$ cat src/rtl/core/flrfm_pkg.sv
`default_nettype none
// ----------------------------------------------------------------------------
// flrfm_pkg
// Shared types, register indexes and the CRC-8 step for the framed link
// receiver with fault monitor.
// ----------------------------------------------------------------------------
package flrfm_pkg;

    localparam int CFG_INDEX_W = 4;
    localparam int CFG_DATA_W  = 41;

    localparam logic [7:0] CRC_POLY = 8'h07;

    // Configuration register indexes
    typedef enum logic [CFG_INDEX_W-1:0] {
        REG_START_BYTE = 4'd0,
        REG_MAX_ERRORS = 4'd1,
        REG_HB_TIMEOUT = 4'd2,
        REG_SYNC_GRACE = 4'd3,
        REG_RANGE_0    = 4'd4
    } cfg_reg_t;

    // Deframer position within a five-byte frame
    typedef enum logic [2:0] {
        PH_HUNT   = 3'd0,
        PH_TYPE   = 3'd1,
        PH_VAL_HI = 3'd2,
        PH_VAL_LO = 3'd3,
        PH_CRC    = 3'd4
    } frame_phase_t;

    // Range table entry, laid out as written on the configuration port
    typedef struct packed {
        logic        valid;
        logic [7:0]  ptype;
        logic [15:0] lo_val;
        logic [15:0] hi_val;
    } range_entry_t;

    // One result item
    typedef struct packed {
        logic        packet_valid;
        logic [7:0]  packet_type;
        logic [15:0] packet_value;
        logic [7:0]  error_count;
        logic        comm_fault;
        logic        heartbeat_fault;
        logic        sync_fault;
        logic        latched_fault;
    } result_t;

    // Fold one byte into a CRC-8 (MSB first, no reflection)
    function automatic logic [7:0] crc8_feed(input logic [7:0] acc, input logic [7:0] b);
        logic [7:0] c;
        c = acc ^ b;
        for (int k = 0; k < 8; k++) begin
            c = c[7] ? ({c[6:0], 1'b0} ^ CRC_POLY) : {c[6:0], 1'b0};
        end
        return c;
    endfunction

endpackage
`default_nettype wire

$ cat src/rtl/core/flrfm_in_if.sv
`default_nettype none
// ----------------------------------------------------------------------------
// flrfm_in_if
// Input item channel: a received byte or a millisecond tick.
// ----------------------------------------------------------------------------
interface flrfm_in_if;
    logic       valid;
    logic       ready;
    logic       kind;
    logic [7:0] rx_byte;

    modport source (output valid, output kind, output rx_byte, input ready);
    modport sink   (input valid, input kind, input rx_byte, output ready);
endinterface
`default_nettype wire

$ cat src/rtl/core/flrfm_out_if.sv
`default_nettype none
// ----------------------------------------------------------------------------
// flrfm_out_if
// Result item channel: delivered packet and fault status.
// ----------------------------------------------------------------------------
interface flrfm_out_if;
    logic        valid;
    logic        ready;
    logic        packet_valid;
    logic [7:0]  packet_type;
    logic [15:0] packet_value;
    logic [7:0]  error_count;
    logic        comm_fault;
    logic        heartbeat_fault;
    logic        sync_fault;
    logic        latched_fault;

    modport source (
        output valid, output packet_valid, output packet_type, output packet_value,
        output error_count, output comm_fault, output heartbeat_fault,
        output sync_fault, output latched_fault, input ready
    );
    modport sink (
        input valid, input packet_valid, input packet_type, input packet_value,
        input error_count, input comm_fault, input heartbeat_fault,
        input sync_fault, input latched_fault, output ready
    );
endinterface
`default_nettype wire

$ cat src/rtl/core/flrfm_cfg_if.sv
`default_nettype none
// ----------------------------------------------------------------------------
// flrfm_cfg_if
// Configuration write channel: register index and write data.
// ----------------------------------------------------------------------------
interface flrfm_cfg_if;
    logic        valid;
    logic        ready;
    logic [3:0]  index;
    logic [40:0] data;

    modport source (output valid, output index, output data, input ready);
    modport sink   (input valid, input index, input data, output ready);
endinterface
`default_nettype wire

$ cat src/rtl/core/framed_link_receiver_fault_monitor_unit.sv
`default_nettype none
// ----------------------------------------------------------------------------
// framed_link_receiver_fault_monitor_unit
// Deframes CRC-8 protected five-byte packets, validates them against a range
// table and tracks comm, heartbeat and sync faults on millisecond ticks.
// ----------------------------------------------------------------------------
// Usage:
//   item   - one received byte (kind 0) or one millisecond tick (kind 1).
//   result - exactly one item per input item: the delivered packet, if any,
//            and the current error count and fault flags.
//   cfg    - register writes, always ready; write only while the block is
//            idle. Indexes beyond the register list are ignored.
// Path: an accepted item is held in the input register, then its status is
//   registered in the result register. Throughput: one item per cycle while
//   result is not held; the limit is the single state update per item
//   (deframer, CRC step, range compare, uptime and heartbeat arithmetic)
//   done between the two registers.
// Reset: all configuration registers return to their defaults, the deframer
//   hunts for a start byte, counters and fault flags clear.
// Stall: when result is held, the finished item waits in the result register
//   while the next item still enters the input register; only then does the
//   item channel drop ready.
// ----------------------------------------------------------------------------
module framed_link_receiver_fault_monitor_unit
    import flrfm_pkg::*;
#(
    parameter int RANGE_ENTRIES  = 4,
    parameter int HEARTBEAT_TYPE = 240,
    parameter int BOOT_ID_TYPE   = 241
) (
    input  wire logic        clk,
    input  wire logic        rst_n,
    flrfm_in_if.sink         item,
    flrfm_out_if.source      result,
    flrfm_cfg_if.sink        cfg
);

    // ------------------------------------------------------------------
    // Configuration registers
    // ------------------------------------------------------------------
    logic [7:0]   start_byte_reg;
    logic [7:0]   max_errors_reg;
    logic [15:0]  hb_timeout_reg;
    logic [15:0]  sync_grace_reg;
    range_entry_t range_reg [RANGE_ENTRIES];

    logic cfg_we;

    assign cfg.ready = 1'b1;
    assign cfg_we    = cfg.valid && cfg.ready;

    always_ff @(posedge clk or negedge rst_n)
    begin
        if (!rst_n)
        begin
            start_byte_reg <= 8'hAA;
            max_errors_reg <= 8'd10;
            hb_timeout_reg <= 16'd1000;
            sync_grace_reg <= 16'd3000;
        end
        else if (cfg_we)
        begin
            case (cfg.index)
                REG_START_BYTE: start_byte_reg <= cfg.data[7:0];
                REG_MAX_ERRORS: max_errors_reg <= cfg.data[7:0];
                REG_HB_TIMEOUT: hb_timeout_reg <= cfg.data[15:0];
                REG_SYNC_GRACE: sync_grace_reg <= cfg.data[15:0];
                default: ;
            endcase
        end
    end

    // Range table: one register per entry, written at its own index
    for (genvar g = 0; g < RANGE_ENTRIES; g++)
    begin : g_range
        always_ff @(posedge clk or negedge rst_n)
        begin
            if (!rst_n)
            begin
                range_reg[g] <= '0;
            end
            else if (cfg_we && cfg.index == CFG_INDEX_W'(int'(REG_RANGE_0) + g))
            begin
                range_reg[g] <= range_entry_t'(cfg.data);
            end
        end
    end

    // ------------------------------------------------------------------
    // Input register and result register handshake
    // ------------------------------------------------------------------
    logic       s1_valid_reg;
    logic       s1_kind_reg;
    logic [7:0] s1_byte_reg;
    logic       out_valid_reg;
    result_t    result_reg;
    result_t    result_next;

    logic s1_adv;
    logic item_acc;

    // Advance the held item when the result slot is free or being emptied
    assign s1_adv     = s1_valid_reg && (!out_valid_reg || result.ready);
    assign item.ready = !s1_valid_reg || s1_adv;
    assign item_acc   = item.valid && item.ready;

    always_ff @(posedge clk or negedge rst_n)
    begin
        if (!rst_n)
        begin
            s1_valid_reg  <= 1'b0;
            out_valid_reg <= 1'b0;
        end
        else
        begin
            if (item.ready)
            begin
                s1_valid_reg <= item.valid;
            end
            if (s1_adv)
            begin
                out_valid_reg <= 1'b1;
            end
            else if (result.ready)
            begin
                out_valid_reg <= 1'b0;
            end
        end
    end

    always_ff @(posedge clk)
    begin
        if (item_acc)
        begin
            s1_kind_reg <= item.kind;
            s1_byte_reg <= item.rx_byte;
        end
        if (s1_adv)
        begin
            result_reg <= result_next;
        end
    end

    // ------------------------------------------------------------------
    // Link and fault state
    // ------------------------------------------------------------------
    frame_phase_t phase_reg,       phase_next;
    logic [7:0]   frame_type_reg,  frame_type_next;
    logic [15:0]  frame_value_reg, frame_value_next;
    logic [7:0]   crc_reg,         crc_next;
    logic [7:0]   errors_reg,      errors_next;
    logic         comm_reg,        comm_next;
    logic         hb_flag_reg,     hb_flag_next;
    logic         sync_reg,        sync_next;
    logic         latched_reg,     latched_next;
    logic [31:0]  uptime_reg,      uptime_next;
    logic [31:0]  last_hb_reg,     last_hb_next;
    logic [15:0]  last_boot_reg,   last_boot_next;

    always_ff @(posedge clk or negedge rst_n)
    begin
        if (!rst_n)
        begin
            phase_reg       <= PH_HUNT;
            frame_type_reg  <= '0;
            frame_value_reg <= '0;
            crc_reg         <= '0;
            errors_reg      <= '0;
            comm_reg        <= 1'b0;
            hb_flag_reg     <= 1'b0;
            sync_reg        <= 1'b0;
            latched_reg     <= 1'b0;
            uptime_reg      <= '0;
            last_hb_reg     <= '0;
            last_boot_reg   <= '0;
        end
        else if (s1_adv)
        begin
            phase_reg       <= phase_next;
            frame_type_reg  <= frame_type_next;
            frame_value_reg <= frame_value_next;
            crc_reg         <= crc_next;
            errors_reg      <= errors_next;
            comm_reg        <= comm_next;
            hb_flag_reg     <= hb_flag_next;
            sync_reg        <= sync_next;
            latched_reg     <= latched_next;
            uptime_reg      <= uptime_next;
            last_hb_reg     <= last_hb_next;
            last_boot_reg   <= last_boot_next;
        end
    end

    // ------------------------------------------------------------------
    // Range lookup: the first valid entry with a matching type decides
    // ------------------------------------------------------------------
    logic range_ok;

    always_comb
    begin
        logic hit;
        hit      = 1'b0;
        range_ok = 1'b0;
        for (int k = 0; k < RANGE_ENTRIES; k++)
        begin
            if (!hit && range_reg[k].valid && range_reg[k].ptype == frame_type_reg)
            begin
                hit      = 1'b1;
                range_ok = (frame_value_reg >= range_reg[k].lo_val) &&
                           (frame_value_reg <= range_reg[k].hi_val);
            end
        end
    end

    // ------------------------------------------------------------------
    // Per-item state update
    // ------------------------------------------------------------------
    always_comb
    begin
        logic        err_inc;
        logic        deliver;
        logic [31:0] uptime_inc;
        logic [31:0] hb_age;

        err_inc    = 1'b0;
        deliver    = 1'b0;
        uptime_inc = (uptime_reg != '1) ? uptime_reg + 32'd1 : uptime_reg;
        hb_age     = uptime_inc - last_hb_reg;

        phase_next       = phase_reg;
        frame_type_next  = frame_type_reg;
        frame_value_next = frame_value_reg;
        crc_next         = crc_reg;
        comm_next        = comm_reg;
        hb_flag_next     = hb_flag_reg;
        sync_next        = sync_reg;
        latched_next     = latched_reg;
        uptime_next      = uptime_reg;
        last_hb_next     = last_hb_reg;
        last_boot_next   = last_boot_reg;

        if (s1_kind_reg)
        begin
            // Millisecond tick: advance uptime, check heartbeat, latch faults
            uptime_next = uptime_inc;
            if (uptime_inc < {16'd0, sync_grace_reg})
            begin
                last_hb_next = uptime_inc;
            end
            else
            begin
                hb_flag_next = hb_age > {16'd0, hb_timeout_reg};
            end
            latched_next = latched_reg | comm_reg | hb_flag_next | sync_reg;
        end
        else
        begin
            case (phase_reg)
                PH_HUNT:
                begin
                    if (s1_byte_reg == start_byte_reg)
                    begin
                        phase_next = PH_TYPE;
                    end
                end
                PH_TYPE:
                begin
                    frame_type_next = s1_byte_reg;
                    crc_next        = crc8_feed(8'd0, s1_byte_reg);
                    phase_next      = PH_VAL_HI;
                end
                PH_VAL_HI:
                begin
                    frame_value_next = {s1_byte_reg, 8'd0};
                    crc_next         = crc8_feed(crc_reg, s1_byte_reg);
                    phase_next       = PH_VAL_LO;
                end
                PH_VAL_LO:
                begin
                    frame_value_next = {frame_value_reg[15:8], s1_byte_reg};
                    crc_next         = crc8_feed(crc_reg, s1_byte_reg);
                    phase_next       = PH_CRC;
                end
                default:
                begin
                    // Check byte: accept, route by type or drop the frame
                    if (crc_reg == s1_byte_reg)
                    begin
                        if (frame_type_reg == 8'(HEARTBEAT_TYPE))
                        begin
                            last_hb_next = uptime_reg;
                        end
                        else if (frame_type_reg == 8'(BOOT_ID_TYPE))
                        begin
                            if (uptime_reg > {16'd0, sync_grace_reg} &&
                                last_boot_reg != 16'd0 &&
                                frame_value_reg != last_boot_reg)
                            begin
                                sync_next = 1'b1;
                            end
                            last_boot_next = frame_value_reg;
                        end
                        else if (range_ok)
                        begin
                            deliver = 1'b1;
                        end
                        else
                        begin
                            err_inc = 1'b1;
                        end
                    end
                    else
                    begin
                        err_inc = 1'b1;
                    end
                    phase_next = PH_HUNT;
                end
            endcase
        end

        // Saturate the error count at its top value
        errors_next = (err_inc && errors_reg != 8'hFF) ? errors_reg + 8'd1 : errors_reg;
        if (!s1_kind_reg && errors_next > max_errors_reg)
        begin
            comm_next = 1'b1;
        end

        result_next.packet_valid    = deliver;
        result_next.packet_type     = deliver ? frame_type_reg  : 8'd0;
        result_next.packet_value    = deliver ? frame_value_reg : 16'd0;
        result_next.error_count     = errors_next;
        result_next.comm_fault      = comm_next;
        result_next.heartbeat_fault = hb_flag_next;
        result_next.sync_fault      = sync_next;
        result_next.latched_fault   = latched_next;
    end

    // ------------------------------------------------------------------
    // Result port
    // ------------------------------------------------------------------
    assign result.valid           = out_valid_reg;
    assign result.packet_valid    = result_reg.packet_valid;
    assign result.packet_type     = result_reg.packet_type;
    assign result.packet_value    = result_reg.packet_value;
    assign result.error_count     = result_reg.error_count;
    assign result.comm_fault      = result_reg.comm_fault;
    assign result.heartbeat_fault = result_reg.heartbeat_fault;
    assign result.sync_fault      = result_reg.sync_fault;
    assign result.latched_fault   = result_reg.latched_fault;

    // ------------------------------------------------------------------
    // Assertions
    // ------------------------------------------------------------------
    a_errors_monotonic: assert property (@(posedge clk) disable iff (!rst_n)
        s1_adv |=> errors_reg >= $past(errors_reg))
        else $error("error count decreased");

    a_comm_sticky: assert property (@(posedge clk) disable iff (!rst_n)
        comm_reg |=> comm_reg)
        else $error("comm fault cleared");

    a_latched_sticky: assert property (@(posedge clk) disable iff (!rst_n)
        latched_reg |=> latched_reg)
        else $error("latched fault cleared");

    a_no_reserved_delivery: assert property (@(posedge clk) disable iff (!rst_n)
        (out_valid_reg && result_reg.packet_valid) |->
            (result_reg.packet_type != 8'(HEARTBEAT_TYPE) &&
             result_reg.packet_type != 8'(BOOT_ID_TYPE)))
        else $error("reserved packet type delivered");

    a_frame_end_hunts: assert property (@(posedge clk) disable iff (!rst_n)
        (s1_adv && !s1_kind_reg && phase_reg == PH_CRC) |=> phase_reg == PH_HUNT)
        else $error("deframer did not return to hunting after check byte");

endmodule
`default_nettype wire

$ cat src/flat_wrapper.sv
// flat-port wrapper written by rule: the top's interface ports become plain ports
module framed_link_receiver_fault_monitor_unit_flat import flrfm_pkg::*;
#(
    parameter int RANGE_ENTRIES  = 4,
    parameter int HEARTBEAT_TYPE = 240,
    parameter int BOOT_ID_TYPE   = 241
)
  (clk, rst_n, item_valid, item_kind, item_rx_byte, item_ready, result_valid, result_packet_valid, result_packet_type, result_packet_value, result_error_count, result_comm_fault, result_heartbeat_fault, result_sync_fault, result_latched_fault, result_ready, cfg_valid, cfg_index, cfg_data, cfg_ready);
  flrfm_in_if item_i ();
  flrfm_out_if result_i ();
  flrfm_cfg_if cfg_i ();
  input  wire logic clk;
  input  wire logic rst_n;
  input wire logic [$bits(item_i.valid)-1:0] item_valid;
  input wire logic [$bits(item_i.kind)-1:0] item_kind;
  input wire logic [$bits(item_i.rx_byte)-1:0] item_rx_byte;
  output wire logic [$bits(item_i.ready)-1:0] item_ready;
  output wire logic [$bits(result_i.valid)-1:0] result_valid;
  output wire logic [$bits(result_i.packet_valid)-1:0] result_packet_valid;
  output wire logic [$bits(result_i.packet_type)-1:0] result_packet_type;
  output wire logic [$bits(result_i.packet_value)-1:0] result_packet_value;
  output wire logic [$bits(result_i.error_count)-1:0] result_error_count;
  output wire logic [$bits(result_i.comm_fault)-1:0] result_comm_fault;
  output wire logic [$bits(result_i.heartbeat_fault)-1:0] result_heartbeat_fault;
  output wire logic [$bits(result_i.sync_fault)-1:0] result_sync_fault;
  output wire logic [$bits(result_i.latched_fault)-1:0] result_latched_fault;
  input wire logic [$bits(result_i.ready)-1:0] result_ready;
  input wire logic [$bits(cfg_i.valid)-1:0] cfg_valid;
  input wire logic [$bits(cfg_i.index)-1:0] cfg_index;
  input wire logic [$bits(cfg_i.data)-1:0] cfg_data;
  output wire logic [$bits(cfg_i.ready)-1:0] cfg_ready;
  assign item_i.valid = item_valid;
  assign item_i.kind = item_kind;
  assign item_i.rx_byte = item_rx_byte;
  assign item_ready = item_i.ready;
  assign result_valid = result_i.valid;
  assign result_packet_valid = result_i.packet_valid;
  assign result_packet_type = result_i.packet_type;
  assign result_packet_value = result_i.packet_value;
  assign result_error_count = result_i.error_count;
  assign result_comm_fault = result_i.comm_fault;
  assign result_heartbeat_fault = result_i.heartbeat_fault;
  assign result_sync_fault = result_i.sync_fault;
  assign result_latched_fault = result_i.latched_fault;
  assign result_i.ready = result_ready;
  assign cfg_i.valid = cfg_valid;
  assign cfg_i.index = cfg_index;
  assign cfg_i.data = cfg_data;
  assign cfg_ready = cfg_i.ready;
  framed_link_receiver_fault_monitor_unit #(.RANGE_ENTRIES(RANGE_ENTRIES), .HEARTBEAT_TYPE(HEARTBEAT_TYPE), .BOOT_ID_TYPE(BOOT_ID_TYPE)) u_core (.clk(clk), .rst_n(rst_n), .item(item_i), .result(result_i), .cfg(cfg_i));
endmodule
$ cat config.mk
export PLATFORM = sky130hd
export DESIGN_NAME = framed_link_receiver_fault_monitor_unit_flat
export DESIGN_NICKNAME = d
export VERILOG_FILES = /design/src/rtl/core/flrfm_pkg.sv /design/src/rtl/core/flrfm_in_if.sv /design/src/rtl/core/flrfm_out_if.sv /design/src/rtl/core/flrfm_cfg_if.sv /design/src/rtl/core/framed_link_receiver_fault_monitor_unit.sv /design/src/flat_wrapper.sv
export SDC_FILE = /design/constraint.sdc
export NUM_CORES = 1
export LEC_CHECK = 0
export ABC_AREA = 0
export BUFFER_PORTS_ARGS = -buffer_cell sky130_fd_sc_hd__buf_2
export CAP_MARGIN = 0
export CORE_MARGIN = 4
export CORE_UTILIZATION = 30
export CTS_BUF_LIST = sky130_fd_sc_hd__clkbuf_8
export DETAILED_ROUTE_END_ITERATION = 12
export GPL_TIMING_DRIVEN = 0
export MAX_ROUTING_LAYER = met4
export RECOVER_POWER = 50
export SLEW_MARGIN = 20
export SYNTH_ARGS = -nofsm -noshare
export SYNTH_HDL_FRONTEND = slang
export SYNTH_SLANG_ARGS = --single-unit
$ cat constraint.sdc
create_clock -name clk -period 11.2 [get_ports clk]
set_input_delay 1.12 -clock clk [delete_from_list [all_inputs] [get_ports clk]]
set_output_delay 1.12 -clock clk [all_outputs]
set_load 0.05 [all_outputs]
==> results.cfg <==
[detailed_routing]
viasPerCell = 4.92
antenna_left = 0
wl_per_cell_um = 17.8
drc = 0
drt_wl_total_mm = 66.4
drt_first_pass_iters = 5
drt_iter0_drc = 1155
vias = 18300

[yosys]
yosysSeqAreaShare = 0.418
synth_mux_area_frac = 0.0692
synth_nets = 2728
yosys.area_share.simple = 0.140
yosysWarnings = 0
ys.flop_type = dfrtp_1
synth_top_area_cell = dfrtp_1
synth_common_cells = 322 x dfrtp_1, 281 x nand2_1, 219 x ha_1
synth_cells = 2449
synth_area_leaders = dfrtp_1 34%, ha_1 12%, mux2_2 6.4%
yosysMostFrequentCell = dfrtp_1
synth_fa_ha_area_frac = 0.116
synth_top_family_by_area = simple AND/OR/NAND/NOR gates
synth_compound_area_frac = 0.124
synth_edf_count = 46
ys_async_sr_fraction = 0.881
synth.distinct_cells = 84
synth_area_mm2 = 0.0238
avgSynthCellArea_um2 = 9.70
synth-xor-area-share = 0.0785
yosys.area.top_type_share = 0.339
synth_seq_cells = 387

[worst_setup_path]
worst_setup_path_end_kind = flip-flop
path_class = reg2reg
crit_buf_inv = 2
arrival_ps = 7860
worst_path_max_delay_cell = nor4b_1
required_ps = 11560
crit_path_max_fanout = 10
critical-path-top-delay-family = compound AO/OA/AOI/OAI gates
worstSetupStartpointType = flip-flop
crit_top_cell = ha_1
cp_slowest_stage_delay_ps = 500

[power_and_ir_drop]
p_per_area_mw_per_mm2 = 195
power_leakage_uw = 0.0127
cellInternalPower_uw = 3250
power_frac_seq = 0.384
swShare = 0.383
p_switching_uw = 2020
vdd.ir_drop.worst_uv = 113
clkPwrFrac = 0.253
pwr-share-comb = 0.362

[cells_and_area]
num-fill-cells = 7900
layout-drive-gt1-share = 0.149
nNetsFinal = 2902
syn_to_final_growth_pct = 13.9
largest_reg_flops = 164
final_util = 0.347

[global_route]
grt_start_max_net_pins = 87
grt_pass1_wl_mm = 105
gr-total-overflow = 0
grt_pass1_vias = 18300
antenna_found_initial = 4
grt_use_total = 0.165

[cts]
clockBufferDepth = 3
ctsHoldBuffers = 0
root_buffer = clkbuf_8
cts_sinks = 387
clkLatencyLatePin_ps = 670
cts-resized-gates = 0
clk_pin_slew_ps = 70
cts_tree = yes
cts_buffers = 68
htreeDepth = 3
cts_setup_buffers = 0

[floorplan]
start_util = 0.305
row_count = 102
die_w_um = 289
die_h_um = 289
fp.dieArea_mm2 = 0.0837
io_pins = 99
core-area_mm2 = 0.0780

[status]
violations = capacitance limit, slew limit
status = finished with violations

[timing]
min_period_over_period = 0.670
clock-skew-final_ps = 69.2
rsz0062_at_grt = false
relSlewSlack = -2.26
tightest_slew_ps = 4900
hold_viol_final = 0
fin_crit_ps = 7500
fmax_mhz = 133
slew_viol_final = 208
tns_ps = 0
setup_violations = 0

[hold_path]
min_path_type = reg2reg

[placed_design]
portBuffers = 97
globalplace.congestion = 0.890
dp_hpwl_mm = 48.5

[job]
drv_cap = 3
path summary, 6_finish.rpt:
check / start / end / slack (ps) / cells past startpoint
setup / recovery: u_core.uptime_reg[0]$_DFFE_PN0P_ / u_core.result.heartbeat_fault$_DFFE_PP_ / 3700 / 27
hold / removal: u_core.latched_reg$_DFFE_PN0P_ / u_core.latched_reg$_DFFE_PN0P_ / 480 / 2
setup reg to reg: u_core.uptime_reg[0]$_DFFE_PN0P_ / u_core.result.heartbeat_fault$_DFFE_PP_ / 3700 / 27
hold reg to reg: u_core.latched_reg$_DFFE_PN0P_ / u_core.latched_reg$_DFFE_PN0P_ / 480 / 2
max in group asynchronous: rst_n / u_core.uptime_reg[2]$_DFFE_PN0P_ / 3960 / 2
min in group asynchronous: rst_n / u_core.range_reg[16]$_DFFE_PN0P_ / 1390 / 1
placed cells by master, fill, tap and decap left out, types with 6 or more instances in the layout:
cell       count
buf_2        109
nor4_1        27
a31oi_1        8
clkbuf_8      82
a21oi_1       88
ha_1         219
o31ai_1        8
nor3_1        17
clkinv_2       8
nand4_1       52
o21ai_1       27
or4_1          6
dfstp_2       19
xnor2_1      138
o2111ai_1      7
xor2_1        75
buf_1          9
dfrtp_1      322
nand2_1      281
edfxtp_1      46
mux2i_1        9
nand2b_1      15
nor2_1        85
o21a_1        32
a2111oi_0      8
mux2_2       136
o21ai_0      173
and2_1        32
clkbuf_1      88
a21o_1        52
inv_1        241
nor2b_1       22
nand3_1       71
and3_1        26
or2_2          7
a211oi_1      11
worst min-delay path: stages (launching register included):
cell     delay (ps)
dfrtp_1         340
a21oi_1          40
o21ai_0          60
power by group through the flow:
stage                     logic [uW]  registers (uW)  clock network [uW]
after floorplan                 1390            1940                   0
after global placement          1860            2040                   0
after detailed placement        1900            2050                   0
after CTS                       1920            2020                1370
after global routing            2200            2060                1430
final                           1910            2020                1330
kinds of logic (layout without fill, tap and decap cells):
group           after synthesis  count (layout)
flops                       387             387
compound gates              477             477
other cells                   1               5
fa+ha+maj                   220             220
buf+inv                     328             557
xor+xnor                    213             213
simple gates                676             676
mux                         147             147
metrics by stage:
step | cell area [um2] | setup WS (ps) | hold WS, ps | std cells | power, uW
after floorplan | 23800 | 5550 | 438 | 2449 | 3340
after global placement | 25500 | 1990 | 462 | 3586 | 3900
after detailed placement | 25700 | 3790 | 465 | 3593 | 3950
after CTS | 27100 | 3760 | 345 | 3718 | 5310
after global routing | 27000 | 2600 | 510 | 3722 | 5690
final | 27000 | 3700 | 483 | 3722 | 5260
layout make-up:
class | count | area, um2 | share of cell area
Tap cell | 1040 | 1300 | 0.0481
Clock inverter | 43 | 256 | 0.00948
Inverter | 215 | 807 | 0.0298
Sequential cell | 387 | 9940 | 0.367
Timing Repair Buffer | 104 | 586 | 0.0217
Antenna cell | 4 | 10.0 | 0.000370
Clock buffer | 82 | 1130 | 0.0417
Multi-Input combinational cell | 1734 | 12500 | 0.464
Buffer | 113 | 468 | 0.0173
routing by layer:
layer	track usage	vias to the layer above	part of all wire
li1	-	8877	-
met1	0.217	8904	0.47
met2	0.259	431	0.46
met3	0.0234	109	0.045
met4	0.0605	0	0.030
met5	-	-	0
No activity file was read; power rests on OpenSTA's default activity.
